File: src/rtl/hpd_pkg.sv
// ----------------------------------------------------------------------------
// hpd_pkg
// Shared types, codes and delay-line helpers for the Hogge phase detector.
// ----------------------------------------------------------------------------
package hpd_pkg;

	localparam int DELAY_W = 16;
	localparam int COUNT_W = DELAY_W + 1;
	localparam logic [COUNT_W-1:0] COUNT_MAX = {COUNT_W{1'b1}};

	localparam int CFG_INDEX_W = 1;
	localparam int CFG_DATA_W = DELAY_W;

	localparam logic [CFG_INDEX_W-1:0] REG_FLOP_DELAY = 1'b0;
	localparam logic [CFG_INDEX_W-1:0] REG_XOR_DELAY = 1'b1;
	localparam logic [DELAY_W-1:0] DELAY_RESET = 16'd1;

	localparam logic [1:0] PUMP_DOWN = 2'd0;
	localparam logic [1:0] PUMP_UP = 2'd1;
	localparam logic [1:0] PUMP_NONE = 2'd2;

	// one delayed flop or inertial gate
	typedef struct packed {
		logic val;
		logic busy;
		logic [COUNT_W-1:0] count;
		logic out;
	} line_t;

	function automatic line_t line_tick(input line_t d);
		line_t r;
		r = d;
		if (d.busy && (d.count != COUNT_MAX)) begin
			r.count = d.count + COUNT_W'(1);
		end
		return r;
	endfunction

	function automatic line_t line_start(input line_t d, input logic v);
		line_t r;
		r = d;
		r.val = v;
		r.busy = 1'b1;
		r.count = '0;
		return r;
	endfunction

	function automatic line_t line_fire(input line_t d, input logic [DELAY_W-1:0] delay);
		line_t r;
		r = d;
		if (d.busy && (d.count > {1'b0, delay})) begin
			r.out = d.val;
			r.busy = 1'b0;
		end
		return r;
	endfunction

	function automatic line_t gate_offer(input line_t d, input logic v);
		line_t r;
		r = d;
		if (!d.busy && (v != d.val)) begin
			r = line_start(d, v);
		end
		return r;
	endfunction

endpackage

File: src/rtl/hogge_phase_detector_delayed.sv
// ----------------------------------------------------------------------------
// hogge_phase_detector_delayed
// Hogge phase detector with delayed capture flops and inertial XOR gates.
// ----------------------------------------------------------------------------
// Each item is one tick of clock and data; each item yields one pump_state
// item. The block takes one item per cycle when out_ready does not stall
// the result register; an accepted item is held in the input register, and
// the state update is combinational between it and the result register.
// The state update for a tick depends on the previous tick's state, which
// is set by that single update stage. The delay registers are to be written
// through the cfg port only while idle; the block does not enforce this.
module hogge_phase_detector_delayed import hpd_pkg::*; (
	input  logic                   clk,
	input  logic                   arst_n,
	input  logic                   cfg_we,
	input  logic [CFG_INDEX_W-1:0] cfg_index,
	input  logic [CFG_DATA_W-1:0]  cfg_data,
	input  logic                   in_valid,
	output logic                   in_ready,
	input  logic                   clock_level,
	input  logic                   data_level,
	output logic                   out_valid,
	input  logic                   out_ready,
	output logic [1:0]             pump_state
);

	logic [DELAY_W-1:0] flop_delay_q, xor_delay_q;
	logic               valid_s1, clock_s1, data_s1;
	logic               advance;
	logic [1:0]         pump_next;

	assign advance = !out_valid || out_ready;
	assign in_ready = !valid_s1 || advance;

	always_ff @(posedge clk or negedge arst_n) begin
		if (!arst_n) begin
			flop_delay_q <= DELAY_RESET;
			xor_delay_q <= DELAY_RESET;
		end else if (cfg_we) begin
			case (cfg_index)
				REG_FLOP_DELAY: flop_delay_q <= cfg_data;
				REG_XOR_DELAY: xor_delay_q <= cfg_data;
				default: ;
			endcase
		end
	end

	always_ff @(posedge clk or negedge arst_n) begin
		if (!arst_n) begin
			valid_s1 <= 1'b0;
		end else if (in_ready) begin
			valid_s1 <= in_valid;
		end
	end

	always_ff @(posedge clk) begin
		if (in_ready && in_valid) begin
			clock_s1 <= clock_level;
			data_s1 <= data_level;
		end
	end

	hpd_core u_core (
		.clk        (clk),
		.arst_n     (arst_n),
		.step       (valid_s1 && advance),
		.clock_bit  (clock_s1),
		.data_bit   (data_s1),
		.flop_delay (flop_delay_q),
		.xor_delay  (xor_delay_q),
		.pump_next  (pump_next)
	);

	always_ff @(posedge clk or negedge arst_n) begin
		if (!arst_n) begin
			out_valid <= 1'b0;
		end else if (advance) begin
			out_valid <= valid_s1;
		end
	end

	always_ff @(posedge clk) begin
		if (advance && valid_s1) begin
			pump_state <= pump_next;
		end
	end

`ifndef SYNTHESIS
	a_pump_code: assert property (@(posedge clk) disable iff (!arst_n)
		out_valid |-> (pump_state == PUMP_DOWN || pump_state == PUMP_UP ||
			pump_state == PUMP_NONE))
		else $error("pump_state holds an unused code");

	a_s1_hold: assert property (@(posedge clk) disable iff (!arst_n)
		valid_s1 && !advance |=> valid_s1 && $stable(clock_s1) && $stable(data_s1))
		else $error("stalled input register lost its item");

	a_accept_s1: assert property (@(posedge clk) disable iff (!arst_n)
		in_valid && in_ready |=> valid_s1)
		else $error("accepted item did not reach the input register");

	a_move_out: assert property (@(posedge clk) disable iff (!arst_n)
		valid_s1 && advance |=> out_valid)
		else $error("processed item did not reach the result register");

	a_cfg_write: assert property (@(posedge clk) disable iff (!arst_n)
		cfg_we && cfg_index == REG_FLOP_DELAY |=> flop_delay_q == $past(cfg_data))
		else $error("flop delay write not taken");
`endif

endmodule

File: src/rtl/hpd_core.sv
// ----------------------------------------------------------------------------
// hpd_core
// Detector state and the per-tick update: flop captures, flop delays,
// inertial XOR gates and pump decode.
// ----------------------------------------------------------------------------
module hpd_core import hpd_pkg::*; (
	input  logic               clk,
	input  logic               arst_n,
	input  logic               step,
	input  logic               clock_bit,
	input  logic               data_bit,
	input  logic [DELAY_W-1:0] flop_delay,
	input  logic [DELAY_W-1:0] xor_delay,
	output logic [1:0]         pump_next
);

	logic  prev_clock_q;
	line_t first_q, second_q, gate_a_q, gate_b_q;
	line_t first_d, second_d, gate_a_d, gate_b_d;

	always_comb begin
		first_d = line_tick(first_q);
		second_d = line_tick(second_q);
		gate_a_d = line_tick(gate_a_q);
		gate_b_d = line_tick(gate_b_q);

		if (clock_bit && !prev_clock_q) begin
			first_d = line_start(first_d, data_bit);
		end else if (!clock_bit && prev_clock_q) begin
			second_d = line_start(second_d, first_d.out);
		end

		first_d = line_fire(first_d, flop_delay);
		second_d = line_fire(second_d, flop_delay);

		gate_a_d = gate_offer(gate_a_d, first_d.out ^ data_bit);
		gate_b_d = gate_offer(gate_b_d, first_d.out ^ second_d.out);

		gate_a_d = line_fire(gate_a_d, xor_delay);
		gate_b_d = line_fire(gate_b_d, xor_delay);

		if (gate_a_d.out && !gate_b_d.out) begin
			pump_next = PUMP_UP;
		end else if (!gate_a_d.out && gate_b_d.out) begin
			pump_next = PUMP_DOWN;
		end else begin
			pump_next = PUMP_NONE;
		end
	end

	always_ff @(posedge clk or negedge arst_n) begin
		if (!arst_n) begin
			prev_clock_q <= 1'b0;
			first_q <= '0;
			second_q <= '0;
			gate_a_q <= '0;
			gate_b_q <= '0;
		end else if (step) begin
			prev_clock_q <= clock_bit;
			first_q <= first_d;
			second_q <= second_d;
			gate_a_q <= gate_a_d;
			gate_b_q <= gate_b_d;
		end
	end

endmodule
File: config.mk
export PLATFORM = sky130hd
export DESIGN_NAME = hogge_phase_detector_delayed
export DESIGN_NICKNAME = d
export VERILOG_FILES = /design/src/rtl/hpd_pkg.sv /design/src/rtl/hogge_phase_detector_delayed.sv /design/src/rtl/hpd_core.sv
export SDC_FILE = /design/constraint.sdc
export NUM_CORES = 1
export LEC_CHECK = 0
export BUFFER_PORTS_ARGS = -buffer_cell sky130_fd_sc_hd__buf_2
export CAP_MARGIN = 10
export CORE_ASPECT_RATIO = 1.5
export CORE_MARGIN = 5
export CORE_UTILIZATION = 49
export CTS_CLUSTER_SIZE = 30
export DETAILED_ROUTE_END_ITERATION = 10
export PLACE_DENSITY_LB_ADDON = 0.3
export SYNTH_ARGS = -nofsm -noshare
export SYNTH_HDL_FRONTEND = slang
export SYNTH_HIERARCHICAL = 1
export SYNTH_SLANG_ARGS = --single-unit
File: constraint.sdc
create_clock -name clk -period 6.27 [get_ports clk]
set_input_delay 0 -clock clk [delete_from_list [all_inputs] [get_ports clk]]
set_output_delay 0 -clock clk [all_outputs]
set_load 0.005 [all_outputs]
* Word level (Yosys, flattened, before mapping)
Cells that the tools add are included.
** Storage, ports and cells
- Bits in registers :: 119
** Cells by class
- Reductions and logical operators :: 28
- Bitwise operators :: 3
- Order comparisons :: 4
- Add/subtract/negate cells :: 4
- Equal/unequal tests :: 6
- Mux-type cells :: 18
** Operators with widths (count)
- $mux 20 :: 5
- $add 17x1->17 const B :: 4
- $gt 17x16->1 :: 4
- $mux 17 :: 4
- $ne 17x17->1 const B :: 4
- $logic_and 1x1->1 :: 16
- $logic_not 1->1 :: 8
- $mux 1 :: 8
- $reduce_and 2->1 :: 2
- $logic_or 1x1->1 :: 2
- $mux 2 :: 1
- $ne 1x1->1 :: 2
- $xor 1x1->1 :: 2
- $not 1->1 :: 1

* Longest topological paths before layout
- Depth after elaboration :: 17
- Mapped depth :: 35
- Depth with buffers taken out :: 33

* Hierarchy
The synthesis kept the hierarchy.
** Modules (own cells, without submodules)
- hpd_core :: area each 6757.7 sq um, cells an instance 794, sequential area each 2026.9 sq um, times used 1
- hogge_phase_detector_delayed :: area each 1458.9 sq um, cells an instance 81, sequential area each 973.4 sq um, times used 1

* Least setup slack after synthesis
OpenSTA, ideal clock, no wires.
- Path kind :: register to register
- From :: reg u_core/second_q[10] (netlist bit)
- To :: reg pump_state[1] (data pin)
- Setup time :: 261 ps
- Setup slack :: -299 ps
- Arrival :: 6309 ps
- Cell stages (with the launch flop) :: 33
- Buffers on the path :: 2
- Clock period less this slack :: 6569 ps
- Path through :: dfrtp_1 > and3_1 > and3_1 > nand3_1 > nor3_1 > ha_1 > nor2b_1 > buf_2 > nand4_1 > nor2_1 > nand3_1 > xor2_1 > nor2_1 > ha_1 > a21o_1 > a21oi_1 > or3b_1 > o31ai_1 > mux2i_1 > xor2_2 > xor2_1 > nor2_1 > clkbuf_1 > nor2_1 > ha_1 > nand4_1 > or4_1 > o21ai_0 > a31o_2 > or2b_1 > nand3b_1 > and3_1 > ha_1
** RTL lines
- from (decl) :: RTL line hpd_core.sv:18 : line_t first_q, second_q, gate_a_q, gate_b_q;
- from (signal assigned) :: RTL line hpd_core.sv:61 : second_q <= second_d;
- to (signal assigned) :: RTL line hogge_phase_detector_delayed.sv:84 : pump_state <= pump_next;
- to (decl) :: RTL line hogge_phase_detector_delayed.sv:24 : output logic [1:0] pump_state

==> out/metrics.csv <==
metric,value,unit
gp_congestion,0.946,
path_clk_slew,60,ps
drive_above_1_share,30.9,%
yosysSeqAreaShare,36.5,%
numPortBuffers,27,
critical_path_class,flop to flop,
synth_top_area_share,34.4,%
hpwl,16100,µm
worstSkewPairLatency,410,ps
floorplan.rows,58,
wl_per_cell,18.7,µm
power_frac_comb,36.2,%
r2r_slack,-500,ps
p_sw,0.00108,W
grt_usage,23.9,%
period_minus_slack,6770,ps
syn2layout_area_growth,29.6,%
rsz0062_at_grt,true,
slew_headroom,25.8,%
syn_area,8220,µm²
syn_nets,972,
die-area,19500,µm²
cts_root_buffer,clkbuf_16,
finalCritPeriodShare,108,%
wl,23500,µm
drt-initial-drc-count,402,
die_y,169,µm
cts_tree,yes,
worstReg2RegStart,u_core/first_q[2],
slew_violations,0,
drc,0,
n_antenna_cell,0,
io_pins,28,
cp_data_required_time,6440,ps
clock-sinks,119,
dr.pass1.iters,5,
start_util,49.4,%
grt_pass1_wl,36800,µm
nets,1126,
yosys_warnings,6,
numCtsBuffers,17,
p_per_area,286,nW/µm²
power_frac_clock,31.4,%
cp_slowest_stage_delay,510,ps
drtAntennaViolNets,0,
worst_setup_path_start_kind,flop,
status,"complete, but fails checks",
synth.distinct_cells,64,
grt_pass1_vias,7353,
violations,negative setup slack,
clk_path_buf_depth,2,
core-area,16600,µm²
antenna_found_initial,0,
crit_slowest_cell,or4b_4,
fmax,148,MHz
hold_path_class,input port to async pin,
fillCellCount,1281,
switching_share,35.5,%
synth_seq_cells,119,
endpoint_kind,flop,
layout_setup_ws,-496,ps
yosysTopAreaCell,dfrtp_1,
max_slew.worst_pin.slew,1110,ps
yosysMostFrequentCell,dfrtp_1,
holdWs,160,ps
maxCapViolations,0,
synth-edff-count,4,
via_count,7238,
synth_flop_cell,dfrtp_1,
synth_common_cells,"113 x dfrtp_1, 92 x nor2_1, 73 x ha_1",
regArea,3000,µm²
total_leakage_power,4.98,nW
rr_worst_depth,31,
avgSynthCellArea,9.39,µm²
die_w,116,µm
seq_power_share,32.5,%
finClkSkew,9.99,ps
finalHoldViolCount,0,
setup-violations-final,6,
cp_max_fo,5,
multi_input_area,5350,µm²
grt_max_degree,78,
synth_area_leaders,"dfrtp_1 34%, ha_1 11%, mux2_2 7.0%",
preCtsSetupSlack,-667,ps
syn_inst,875,
vias_per_cell,5.78,
p_int,0.00197,W
arrival,6940,ps
grt_overflow_total,0,
ir_worst_vdd,0.178,mV
htreeDepth,4,
async_reset_ff_share,96.6,%
reg2reg_to,pump_state[1],
-- cell families (layout without fill, tap and decap cells) --
kind of cell,count (synthesis),count (layout),share of synthesized area (%)
simple gates,320,320,19.0
compound gates,147,147,11.5
flops,119,119,36.5
mux,75,75,10.7
buf+inv,74,241,3.94
fa+ha+maj,73,73,11.1
xor+xnor,67,67,7.23
-- through the flow --
step           util [%]  total power (W)  cells  area [µm²]  setup TNS (ps)
6_report           64.1          0.00305   1252       10700           -1560
5_1_grt            64.1          0.00322   1252       10700           -2770
4_1_cts            61.8          0.00295   1235       10300            -177
3_5_place_dp       54.9          0.00193   1164        9130           -1500
3_3_place_gp       54.9          0.00192   1164        9130           -1510
2_1_floorplan         -          0.00158    875        8240               0
-- power by group through the flow --
stage | sequential, W | clock (W) | combinational [W]
2_1_floorplan | 0.000970 | 0 | 0.000613
3_3_place_gp | 0.000993 | 0 | 0.000923
3_5_place_dp | 0.000996 | 0 | 0.000935
4_1_cts | 0.000985 | 0.000972 | 0.000998
5_1_grt | 0.00100 | 0.00100 | 0.00121
6_report | 0.000990 | 0.000956 | 0.00110
-- sequential cells by signal, indices dropped and copies added, names as in the netlist --
register and flops:
u_core/first_q 20, data_s1 1, pump_state 2, out_valid 1, u_core/second_q 20, valid_s1 1, u_core/gate_a_q 20, u_core/gate_b_q 20
xor_delay_q 16, u_core/prev_clock_q 1, flop_delay_q 16, clock_s1 1
-- timing repair --
| action | CTS | global route |
|---|---|---|
| gates cloned | 1 | 1 |
| gates resized for setup | 51 | 55 |
| hold endpoints to repair | 85 | 0 |
| endpoints found under the setup margin | 6 | 6 |
| pin swaps | 38 | 56 |
| hold buffers | 22 | 0 |
| setup buffers | 16 | 20 |
-- cell type report --
type	count	area share, %
timing repair buffer	170	12.4
tap	210	2.47
clock buffer	19	4.25
multi-input combinational	682	50.2
inverter	39	1.37
clock inverter	13	1.12
sequential	119	28.2
-- layout by cell type (no fill, tap or decap), drive strengths merged, types with 4 or more instances in the layout --
| cell | n |
|---|---|
| o21a | 7 |
| xnor2 | 23 |
| and3 | 12 |
| o31ai | 5 |
| nor2b | 12 |
| nand2 | 70 |
| a21oi | 31 |
| nor2 | 92 |
| dlygate4sd3 | 22 |
| o211ai | 9 |
| nand3b | 9 |
| mux2 | 61 |
| and2 | 4 |
| o21bai | 4 |
| nor4 | 6 |
| nand2b | 13 |
| buf | 148 |
| o221ai | 6 |
| clkbuf | 19 |
| edfxtp | 4 |
| o21ai | 51 |
| inv | 42 |
| nand4 | 32 |
| a21o | 7 |
| mux2i | 14 |
| nand3 | 39 |
| ha | 73 |
| or3 | 4 |
| clkinv | 8 |
| dfrtp | 113 |
| xor2 | 44 |
| nor3 | 15 |
-- layer usage --
layer / track usage, % / vias to the layer above / routed length, µm
li1: - / 3446 / -
met1: 26.5 / 3509 / 8980
met2: 43.9 / 201 / 12500
met3: 3.22 / 82 / 714
met4: 12.1 / 0 / 1260
met5: 0 / - / 0
-- worst max-delay path by stage --
| stage | endpoint | slack, ps | startpoint |
|---|---|---|---|
| detailed placement | pump_state[1] | -670 | u_core/second_q[11] |
| global placement | pump_state[1] | -670 | u_core/second_q[11] |
| global route | pump_state[1] | -680 | u_core/first_q[2] |
| finish | pump_state[1] | -500 | u_core/first_q[2] |
| floorplan | pump_state[1] | 8 | u_core/second_q[10] |
| CTS | pump_state[1] | -150 | u_core/second_q[10] |
-- critical path: cells and delay by family, from the launching register on --
kind            cells  cell delay (ps)
simple gates       12             2610
compound gates     10             1820
fa+ha+maj           5             1050
flops               1              390
xor+xnor            2              340
buf+inv             2              290
Note: power is estimated with default switching activity, not from simulation.
